===== src/design/nfza_ram.sv =====
`timescale 1ns / 1ps
// Generic simple dual-port RAM: one write port, one registered read port.
// No dependencies.
module nfza_ram #(
    parameter int WIDTH = 8,
    parameter int DEPTH = 16
) (
    input  logic                     i_clk,
    input  logic                     i_we,
    input  logic [$clog2(DEPTH)-1:0] i_waddr,
    input  logic [WIDTH-1:0]         i_wdata,
    input  logic [$clog2(DEPTH)-1:0] i_raddr,
    output logic [WIDTH-1:0]         o_rdata
);
    logic [WIDTH-1:0] r_mem [DEPTH];
    logic [WIDTH-1:0] r_rdata;

    always_ff @(posedge i_clk) begin
        if (i_we) begin
            r_mem[i_waddr] <= i_wdata;
        end
        r_rdata <= r_mem[i_raddr];
    end

    assign o_rdata = r_rdata;
endmodule


===== config.mk =====
export PLATFORM = sky130hd
export DESIGN_NAME = nfza_ram
export DESIGN_NICKNAME = d
export VERILOG_FILES = /design/src/design/nfza_ram.sv
export SDC_FILE = /design/constraint.sdc
export NUM_CORES = 1
export LEC_CHECK = 0
export ABC_AREA = 1
export ABC_CLOCK_PERIOD_IN_PS = 1100
export BUFFER_PORTS_ARGS = -buffer_cell sky130_fd_sc_hd__buf_2
export CAP_MARGIN = 5
export CORE_ASPECT_RATIO = 1.4
export CORE_MARGIN = 3
export CORE_UTILIZATION = 30
export CTS_BUF_LIST = sky130_fd_sc_hd__clkbuf_2
export DETAILED_ROUTE_END_ITERATION = 8
export PLACE_DENSITY = 0.57
export SYNTH_ARGS = -nofsm -noshare
export SYNTH_HDL_FRONTEND = slang
export SYNTH_SLANG_ARGS = --single-unit

===== constraint.sdc =====
create_clock -name i_clk -period 1.1 [get_ports i_clk]
set_input_delay 0.055 -clock i_clk [delete_from_list [all_inputs] [get_ports i_clk]]
set_output_delay 0.055 -clock i_clk [all_outputs]
set_load 0.01 [all_outputs]

# Word level (Yosys, flattened, before mapping)
# Memory sizes are Yosys's and may differ from the RTL's. A register that Yosys moved wholly into a read port is not among the register bits.
# Index checks and enable logic that the tools add are counted.
# totals
output_inout_bits,8
register_bits,0
mem_bits_rw,128
memories,1
# memory_table
name,depth,word_bits,rd,rd_ports_with_merged_regs,wr,line_no,rtl
r_mem,16,8,1,1,1,15,logic [WIDTH-1:0] r_mem [DEPTH];
# op_classes
n_mux,2
# op_table
cell,count
1-bit two-way mux,2

# Logic depth before layout (Yosys ltp)
# Gate-level depths: netlist of the first run.
# depth
ltp_word,2
depth_mapped,8
mapped_depth_nobuf,7

# Worst setup path before layout of the first run
# No wires, ideal clock.
# synth_path
path_type,input port to flip-flop
startpoint,in i_waddr[3]
endpoint,mem r_mem[4][0] (enable)
path_slack_ns,0.094
stages,2
setup_time_ns,0.370
n_path_buf,0
arrival_time_ns,0.636
path_cell_list,nand3b_1 nor2_1
# synth_rtl
item,line_no,rtl
from (decl),10,"input logic [$clog2(DEPTH)-1:0] i_waddr,"
to (decl),15,
# Straight into the memory's write port.

# Worst setup path after layout of the first run
# layout_path
startpoint,"reg r_rdata[1], in the netlist o_rdata[1], read port of r_mem"
endpoint,out o_rdata[1]
# layout_rtl
item,line_no,rtl
from (decl),16,logic [WIDTH-1:0] r_rdata;
to (decl),13,output logic [WIDTH-1:0] o_rdata
# No word-level cell between the ends.

==> impl_metrics.py, run 1 <==
metrics = {
    "sta": {
        "drv_slew": 0,
        "rsz0062_at_grt": "true",
        "timing.final.ws_setup_ps": -110,
        "tightest_slew_ps": 418,
        "period_needed_ps": 1210,
        "finalCritPeriodShare": 1.10,
        "setup_violations": 8,
        "fmax_mhz": 826,
        "fin_hold_ws_ps": 64.5,
        "hold_violations": 0,
        "fin_skew_ps": 29.7,
        "slew_headroom": 0.721,
    },
    "synth": {
        "synthTopCellsByCount": "173 x nand2_1, 128 x edfxtp_1, 100 x inv_1",
        "synth.avg_cell_area_sq_um": 10.5,
        "ys.flop_type": "edfxtp_1",
        "synth.distinct_cells": 12,
        "synth.area.top_cells": "edfxtp_1 67%, nand2_1 11%, nand3_1 8.4%",
        "synthDominantCellAreaShare": 0.667,
        "synth_most_common_cell": "nand2_1",
        "yosys_warnings": 0,
        "synth_edf_count": 128,
        "yosysTopAreaCell": "edfxtp_1",
        "synthesis.instances": 551,
        "syn_nets": 569,
        "yosysSeqAreaShare": 0.694,
        "ys_async_sr_fraction": 0,
        "synth_area_sq_um": 5770,
        "synth-seq-cells": 136,
    },
    "critical_path": {
        "crit_required_ps": 1040,
        "critical_path_class": "register to output port",
        "cp_cell_sequence": "buf_6",
        "crit_path_top_delay_cell": "dfxtp_2",
        "path_max_fanout": 1,
        "r2r-start": "r_mem[5][6]",
        "crit_family": "flip-flops",
        "end_kind": "output port",
        "cp.arrival_ps": 1160,
        "start_kind": "register",
        "rr_worst_depth": 6,
        "critPathMaxStageDelay_ps": 400,
        "cp_num_buf_inv": 1,
        "r2r_setup_slack_ps": 100,
        "r2r-end": "o_rdata[6]",
    },
    "clock_tree": {
        "cts_buffer_depth": 2,
        "cts_tree": "done",
        "post-cts-setup-buffers": 0,
        "cts_buffers": 17,
        "htree_levels": 4,
        "cts_sinks": 136,
        "cts-root-buf": "clkbuf_2",
        "clk_latency_ps": 670,
        "path_clk_slew_ps": 190,
    },
    "pwr": {
        "power_density_nw_per_um2": 1470,
        "p_int_mw": 7.60,
        "seqPwrFrac": 0.583,
        "max-vdd-ir-drop_v": 0.000482,
        "p_leak_nw": 2.92,
        "combPwrFrac": 0.082,
        "switching_share": 0.241,
        "clkPwrFrac": 0.335,
        "p_sw_mw": 2.41,
        "power_mw": 10.0,
    },
    "min_path": {
        "hold_end": "r_mem[7][2]",
        "holdCritStartpoint": "i_waddr[1]",
        "min_path_type": "input pin to register",
        "whs_path_depth": 4,
    },
    "floorplanning": {
        "die_height_microns": 170,
        "die_x_microns": 123,
        "core_sq_um": 18800,
        "rows": 59,
        "start_util": 0.308,
        "die-area_sq_um": 20900,
        "ios": 26,
    },
    "place": {
        "place.gp.congestion": 0.791,
        "port_buffers": 25,
        "dp_cells": 822,
        "hpwl_microns": 8690,
    },
    "job": {
        "cap_violations": 0,
    },
    "global_route": {
        "antenna_found_initial": 1,
        "gr-total-overflow": 0,
        "grt_pass1_wl_microns": 20700,
        "grt_pass1_vias": 3844,
        "grt_max_degree": 36,
        "grtUsageTotal": 0.134,
    },
    "cells_and_area": {
        "drive_above_1_share": 0.146,
        "nets": 630,
        "postLayoutCoreUtil": 0.363,
        "layout.cells.non_filler": 870,
        "area_growth_pct": 17.9,
    },
    "run_status": {
        "failed_checks": "setup timing",
        "status": "complete, but fails checks",
    },
    "routing": {
        "drc_errors": 0,
        "drt_wl_total_microns": 13000,
        "dr_total_vias": 3793,
        "viasPerCell": 4.36,
        "firstDrtPassIters": 4,
        "wl_per_cell_microns": 15.0,
        "drt_first_iter_violations": 217,
        "antenna_left": 0,
    },
}
[logic make-up (layout without fill, tap and decap cells)]
logic type | count (synthesis) | in the layout | share of synthesized area
buf+inv | 126 | 200 | 0.0952
other cells | 0 | 1 | 0
flops | 136 | 136 | 0.694
simple gates | 289 | 289 | 0.210
[cell usage in the layout (no fill, tap or decap)]
cell type and n:
buf_12 7, buf_2 20, buf_4 19, buf_6 5
bufinv_16 4, clkbuf_2 17, clkinv_1 1, clkinv_2 2
clkinv_4 4, clkinvlp_4 2, dfxtp_1 3, dfxtp_2 5
diode_2 1, dlygate4sd3_1 15, edfxtp_1 128, inv_1 100
inv_2 2, inv_6 2, nand2_1 173, nand3_1 95
nand3_2 2, nand3b_1 2, nor2_1 17
[metal layers]
metal | up-vias | share of wire | global-route usage
li1 | 1897 | - | -
met1 | 1794 | 0.39 | 0.154
met2 | 80 | 0.55 | 0.241
met3 | 22 | 0.033 | 0.0243
met4 | 0 | 0.027 | 0.0573
met5 | - | 0 | 0
[timing repair]
action,in CTS,in global routing
endpoints found under the setup margin,8,10
pin swaps,0,1
hold buffers,15,0
hold endpoints to repair,190,0
gates resized for setup,9,4
[stage by stage]
stage	worst slack (ps)	cell area, sq um	setup TNS, ps
6_report	-110	6800	-722
5_1_grt	-227	6800	-1590
4_1_cts	-182	6780	-1290
3_5_place_dp	-42.0	6310	-122
3_3_place_gp	-22.6	6310	-76.5
2_1_floorplan	94.2	5770	0
[layout make-up]
| class | count | area (sq um) |
|---|---|---|
| clock buffers | 17 | 85.1 |
| flip-flops and latches | 136 | 4010 |
| multi-input cells | 289 | 1220 |
| well taps | 244 | 305 |
| fillers | 1880 | 12000 |
| diodes | 1 | 2.50 |
| repair buffers | 66 | 589 |
| clock inverters | 15 | 201 |
| inverters | 102 | 383 |
[worst max path at each step]
stage          cells past startpoint        from     endpoint
4_1_cts                            1  o_rdata[1]   o_rdata[1]
3_3_place_gp                       8  i_raddr[0]   o_rdata[6]
2_1_floorplan                      2  i_waddr[3]  r_mem[4][0]
6_report                           1  o_rdata[1]   o_rdata[1]
3_5_place_dp                       8  i_raddr[0]   o_rdata[6]
5_1_grt                            1  o_rdata[7]   o_rdata[7]
[power by group through the flow]
| stage | Clock (mW) | Combinational (mW) | Sequential, mW |
|---|---|---|---|
| 5_1_grt | 3.67 | 0.918 | 5.84 |
| 3_5_place_dp | 0 | 0.773 | 5.94 |
| 3_3_place_gp | 0 | 0.765 | 5.94 |
| 2_1_floorplan | 0 | 0.409 | 5.95 |
| 6_report | 3.36 | 0.823 | 5.83 |
| 4_1_cts | 3.45 | 0.837 | 5.83 |
[flip-flops by register name, summed over array words and instances (netlist names)]
signal / flops
r_mem: 128
o_rdata: 8
Power figures use the tool's default switching activity.
==> inputs of run 2 (changes only) <==
--- a/config.mk
+++ b/config.mk
@@ -9,12 +9,14 @@
 export ABC_CLOCK_PERIOD_IN_PS = 1100
 export BUFFER_PORTS_ARGS = -buffer_cell sky130_fd_sc_hd__buf_2
 export CAP_MARGIN = 5
+export CELL_PAD_IN_SITES_DETAIL_PLACEMENT = 0
+export CELL_PAD_IN_SITES_GLOBAL_PLACEMENT = 1
 export CORE_ASPECT_RATIO = 1.4
 export CORE_MARGIN = 3
 export CORE_UTILIZATION = 30
-export CTS_BUF_LIST = sky130_fd_sc_hd__clkbuf_2
+export CTS_BUF_LIST = sky130_fd_sc_hd__clkbuf_4
 export DETAILED_ROUTE_END_ITERATION = 8
-export PLACE_DENSITY = 0.57
+export PLACE_DENSITY = 0.65
 export SYNTH_ARGS = -nofsm -noshare
 export SYNTH_HDL_FRONTEND = slang
 export SYNTH_SLANG_ARGS = --single-unit
==> run 2 against run 1 <==
- the flow now finishes without violations
- clock-buffer cell count did not move
- sequential share of layout area fell by 0.32 points
- non-clock buffer count rose by 1
- critical endpoint unchanged
==> impl_metrics.py, run 2 (same netlist as run 1, synthesis figures left out) <==
metrics = {
    "clock_tree": {
        "cts_tree": "done",
        "cts-root-buf": "clkbuf_4",
        "path_clk_slew_ps": 120,
        "cts_sinks": 136,
        "cts_buffers": 17,
        "htree_levels": 4,
        "clk_latency_ps": 510,
        "cts_buffer_depth": 2,
        "post-cts-setup-buffers": 0,
    },
    "pwr": {
        "p_leak_nw": 2.94,
        "power_density_nw_per_um2": 1480,
        "max-vdd-ir-drop_v": 0.000734,
        "power_mw": 10.1,
    },
    "critical_path": {
        "start_kind": "register",
        "crit_path_top_delay_cell": "dfxtp_2",
        "r2r-end": "o_rdata[7]",
        "rr_worst_depth": 6,
        "cp_cell_sequence": "buf_6",
        "cp_num_buf_inv": 1,
        "crit_family": "flip-flops",
        "critical_path_class": "register to output port",
        "path_depth": 1,
        "crit_end": "o_rdata[1]",
        "critPathMaxStageDelay_ps": 350,
        "crit_start": "o_rdata[1]",
        "cp.arrival_ps": 970,
        "end_kind": "output port",
        "crit_required_ps": 1040,
        "r2r-start": "r_mem[2][7]",
        "r2r_setup_slack_ps": 100,
        "path_max_fanout": 1,
    },
    "sta": {
        "timing.final.ws_setup_ps": 70.4,
        "fin_hold_ws_ps": 88.4,
        "hold_violations": 0,
        "period_needed_ps": 1030,
        "rsz0062_at_grt": "true",
        "finalCritPeriodShare": 0.936,
        "fmax_mhz": 971,
        "tightest_slew_ps": 413,
        "fin_skew_ps": 15.6,
        "slew_headroom": 0.725,
        "drv_slew": 0,
        "setup_violations": 0,
    },
    "cells_and_area": {
        "final_cell_mix": "173 x nand2_1, 128 x edfxtp_1, 100 x inv_1, 96 x nand3_1, 24 x buf_4",
        "largest_reg_flops": 128,
        "area_growth_pct": 18.6,
        "fill_cells": 1882,
        "layout.cells.non_filler": 871,
        "drive_above_1_share": 0.157,
        "nets": 631,
        "max_flop_register": "r_mem",
        "mostFrequentLayoutCell": "nand2_1",
    },
    "routing": {
        "wl_per_cell_microns": 15.9,
        "firstDrtPassIters": 6,
        "dr_total_vias": 3820,
        "drt_wl_total_microns": 13800,
        "antenna_left": 0,
        "drc_errors": 0,
        "drt_first_iter_violations": 246,
        "viasPerCell": 4.39,
    },
    "global_route": {
        "grtUsageTotal": 0.140,
        "gr-total-overflow": 0,
        "grt_pass1_vias": 3690,
        "grt_pass1_wl_microns": 21300,
        "grt_max_degree": 33,
        "antenna_found_initial": 1,
    },
    "place": {
        "place_ws_ps": -67.1,
        "hpwl_microns": 9100,
        "dp_cells": 829,
        "port_buffers": 25,
        "place.gp.congestion": 0.794,
    },
    "min_path": {
        "min_path_type": "input pin to register",
    },
    "floorplanning": {
        "core_sq_um": 18800,
        "start_util": 0.308,
        "rows": 59,
        "die-area_sq_um": 20900,
        "ios": 26,
        "die_x_microns": 123,
        "die_height_microns": 170,
    },
    "job": {
        "cap_violations": 0,
    },
    "run_status": {
        "status": "finished clean",
    },
}
==> run 2: cell types whose count changed in the layout (fill, tap and decap cells not counted), moves of 2 or more <==
cell,before,now
buf_12,7,9
clkbuf_2,17,0
buf_4,19,24
dlygate4sd3_1,15,9
clkbuf_4,0,17
==> run 2: metrics by stage <==
step / instance area, sq um / TNS [ps] / util
2_1_floorplan: 5770 / 0 / -
3_3_place_gp: 6390 / -66.3 / 0.341
3_5_place_dp: 6390 / -67.1 / 0.341
4_1_cts: 6810 / 0 / 0.363
5_1_grt: 6840 / -26.8 / 0.365
6_report: 6840 / 0 / 0.365
==> run 2: cell type report <==
class | instances | area [sq um] | share of cell area
Multi-Input combinational cell | 289 | 1220 | 0.178
Clock inverter | 15 | 178 | 0.0260
Clock buffer | 17 | 128 | 0.0187
Inverter | 102 | 383 | 0.0560
Timing Repair Buffer | 67 | 613 | 0.0896
Sequential cell | 136 | 4010 | 0.587
Tap cell | 244 | 305 | 0.0446
Antenna cell | 1 | 2.50 | 0.000366
==> run 2: worst min-delay path: stages <==
cell and delay, ps:
buf_2 120, buf_4 200, nand3_1 100, nand3_1 60, nand2_1 50
==> run 2: how the worst min path moves through the flow <==
stage | startpoint | endpoint | cells after the start
global route | i_raddr[2] | o_rdata[4] | 5
CTS | i_raddr[2] | o_rdata[2] | 5
floorplan | i_wdata[0] | r_mem[0][0] | 0
finish | i_raddr[2] | o_rdata[2] | 5
global placement | o_rdata[0] | o_rdata[0] | 1
detailed placement | o_rdata[0] | o_rdata[0] | 1
==> run 2: where the power goes <==
part / switching, mW / total, mW / leakage [nW] / internal, mW
sequential: 0.0418 / 5.83 / 1.22 / 5.79
clock: 1.83 / 3.41 / 0.164 / 1.59
combinational: 0.536 / 0.857 / 1.55 / 0.321
total: 2.40 / 10.1 / 2.94 / 7.70
==> run 2: routing by layer <==
layer,track usage,part of all wire,up-vias
met1,0.167,0.41,1839
met5,0,0,-
li1,-,-,1899
met4,0.0429,0.011,0
met3,0.0296,0.034,12
met2,0.249,0.55,70
==> run 2: repair_timing <==
item,in CTS,in global routing
hold buffers,9,0
cloned,0,0
gates resized for setup,8,5
setup endpoints to repair,6,7
endpoints found under the hold margin,135,0
==> inputs of run 3 (changes only) <==
--- a/config.mk
+++ b/config.mk
@@ -16,7 +16,7 @@
 export CORE_UTILIZATION = 30
 export CTS_BUF_LIST = sky130_fd_sc_hd__clkbuf_4
 export DETAILED_ROUTE_END_ITERATION = 8
-export PLACE_DENSITY = 0.65
+export PLACE_DENSITY = 0.57
 export SYNTH_ARGS = -nofsm -noshare
 export SYNTH_HDL_FRONTEND = slang
 export SYNTH_SLANG_ARGS = --single-unit
==> run 3 against run 2 <==
- setup slack worse by 38 ps
- sequential share of layout area fell by 0.42 points
- sequential power about the same
- clock power up 21%
- clock skew is 2.0 ps lower
- sequential cell count stayed put
- routed wire length up 4.1%
- utilization grew 0.29 points
- worst hold slack got worse by 13 ps
- critical path depth stayed put
- register-to-register slack is essentially flat
- largest cell class unchanged
==> impl_metrics.py, run 3 (same netlist as run 1, synthesis figures left out) <==
metrics = {
    "critical_path": {
        "path_max_fanout": 1,
        "crit_path_top_delay_cell": "dfxtp_4",
        "r2r-end": "o_rdata[3]",
        "rr_worst_depth": 6,
        "r2r_setup_slack_ps": 90,
        "path_depth": 1,
        "crit_family": "flip-flops",
        "r2r-start": "r_mem[10][3]",
        "crit_required_ps": 1040,
        "cp.arrival_ps": 1010,
        "cp_cell_sequence": "buf_6",
        "critPathMaxStageDelay_ps": 380,
        "crit_start": "o_rdata[0]",
        "start_kind": "register",
        "cp_num_buf_inv": 1,
        "crit_end": "o_rdata[0]",
        "critical_path_class": "register to output port",
        "end_kind": "output port",
    },
    "place": {
        "port_buffers": 25,
        "place_ws_ps": -88.3,
        "placed_area_sq_um": 6340,
        "hpwl_microns": 9340,
        "place.gp.congestion": 0.734,
    },
    "routing": {
        "dr_total_vias": 3780,
        "viasPerCell": 4.35,
        "antenna_left": 0,
        "drt_first_iter_violations": 170,
        "firstDrtPassIters": 4,
        "drc_errors": 0,
        "wl_per_cell_microns": 16.6,
        "drt_wl_total_microns": 14400,
    },
    "global_route": {
        "antenna_found_initial": 1,
        "grt_use_met2": 0.262,
        "grt_pass1_vias": 3731,
        "grtUsageTotal": 0.147,
        "met3_usage": 0.0319,
        "grt_pass1_wl_microns": 22000,
        "gr-total-overflow": 0,
        "grt.busiest_layer": "met2",
        "met1_usage": 0.173,
        "grt_max_degree": 56,
    },
    "clock_tree": {
        "cts_sinks": 136,
        "htree_levels": 4,
        "cts-root-buf": "clkbuf_4",
        "post-cts-setup-buffers": 0,
        "path_clk_slew_ps": 120,
        "cts_buffers": 17,
        "clk_latency_ps": 520,
        "cts_tree": "done",
        "cts_buffer_depth": 2,
    },
    "cells_and_area": {
        "final_area_sq_um": 6890,
        "mostFrequentLayoutCell": "nand2_1",
        "largest_reg_flops": 128,
        "area_growth_pct": 19.5,
        "drive_above_1_share": 0.162,
        "max_flop_register": "r_mem",
        "nets": 628,
        "final_cell_mix": "173 x nand2_1, 128 x edfxtp_1, 100 x inv_1, 90 x nand3_1, 23 x buf_4",
    },
    "sta": {
        "finalCritPeriodShare": 0.971,
        "slew_headroom": 0.728,
        "hold_violations": 0,
        "fmax_mhz": 936,
        "period_needed_ps": 1070,
        "fin_skew_ps": 13.7,
        "tightest_slew_ps": 408,
        "setup_tns_ps": 0,
        "timing.final.ws_setup_ps": 32.1,
        "rsz0062_at_grt": "true",
        "setup_violations": 0,
        "drv_slew": 0,
    },
    "floorplanning": {
        "die-area_sq_um": 20900,
        "core_sq_um": 18800,
        "ios": 26,
        "die_x_microns": 123,
        "start_util": 0.308,
        "die_height_microns": 170,
        "rows": 59,
    },
    "pwr": {
        "max-vdd-ir-drop_v": 0.000722,
        "power_mw": 10.8,
        "p_leak_nw": 2.95,
        "power_density_nw_per_um2": 1570,
    },
    "job": {
        "cap_violations": 0,
    },
    "run_status": {
        "status": "finished clean",
    },
    "min_path": {
        "holdCritStartpoint": "i_raddr[2]",
        "min_path_type": "input pin to register",
    },
}
## run 3: cell types whose count changed in the layout (fill, tap and decap cells not counted), sizes merged
cell | previous run | this run
inv | 104 | 103
clkinvlp | 1 | 3
clkinv | 9 | 2
clkbuf | 17 | 20
bufinv | 3 | 6
buf | 58 | 55
## run 3: layer usage
metal / part of all wire / vias to the layer above / wire [microns]
li1: - / 1897 / -
met1: 0.41 / 1808 / 5960
met2: 0.54 / 57 / 7730
met3: 0.027 / 18 / 385
met4: 0.024 / 0 / 340
met5: 0 / - / 0
## run 3: timing repair
action / 4_1_cts / 5_1_grt
hold buffers: 9 / 0
setup endpoints to repair: 6 / 13
endpoints found under the hold margin: 136 / 0
resized for setup: 9 / 12
## run 3: how the worst min path moves through the flow
stage | endpoint | slack, ps | cells after the start
6_report | o_rdata[4] | 80 | 5
3_3_place_gp | o_rdata[3] | 460 | 1
2_1_floorplan | r_mem[0][0] | 150 | 0
4_1_cts | o_rdata[1] | 40 | 5
5_1_grt | o_rdata[4] | 30 | 5
3_5_place_dp | o_rdata[3] | 460 | 1
## run 3: worst register-to-register path, cell delays in order, from the launching register on
cell,delay (ps)
edfxtp_1,390
nand2_1,70
nand2_1,50
nand2_1,90
nand3_1,130
nand3_1,110
nand2_1,70
## run 3: layout make-up
cell class / instances / area (sq um)
antenna: 1 / 2.50
timing repair buffer: 64 / 566
clock inverter: 12 / 224
clock buffer: 20 / 150
tap: 244 / 305
fill: 1929 / 11900
multi-input combinational: 289 / 1250
inverter: 102 / 383
sequential: 136 / 4010
## run 3: power by group
group          internal [mW]  switching, mW  total [mW]
sequential              5.79         0.0466        5.83
combinational          0.310          0.541       0.851
clock                   2.34           1.78        4.12
total                   8.44           2.37        10.8
## run 3: through the flow
step	hold slack (ps)	instances	utilization
after floorplan	154	551	-
after global placement	456	826	0.338
after detailed placement	458	826	0.338
after CTS	43.6	867	0.364
after global routing	29.6	868	0.368
final	75.8	868	0.368
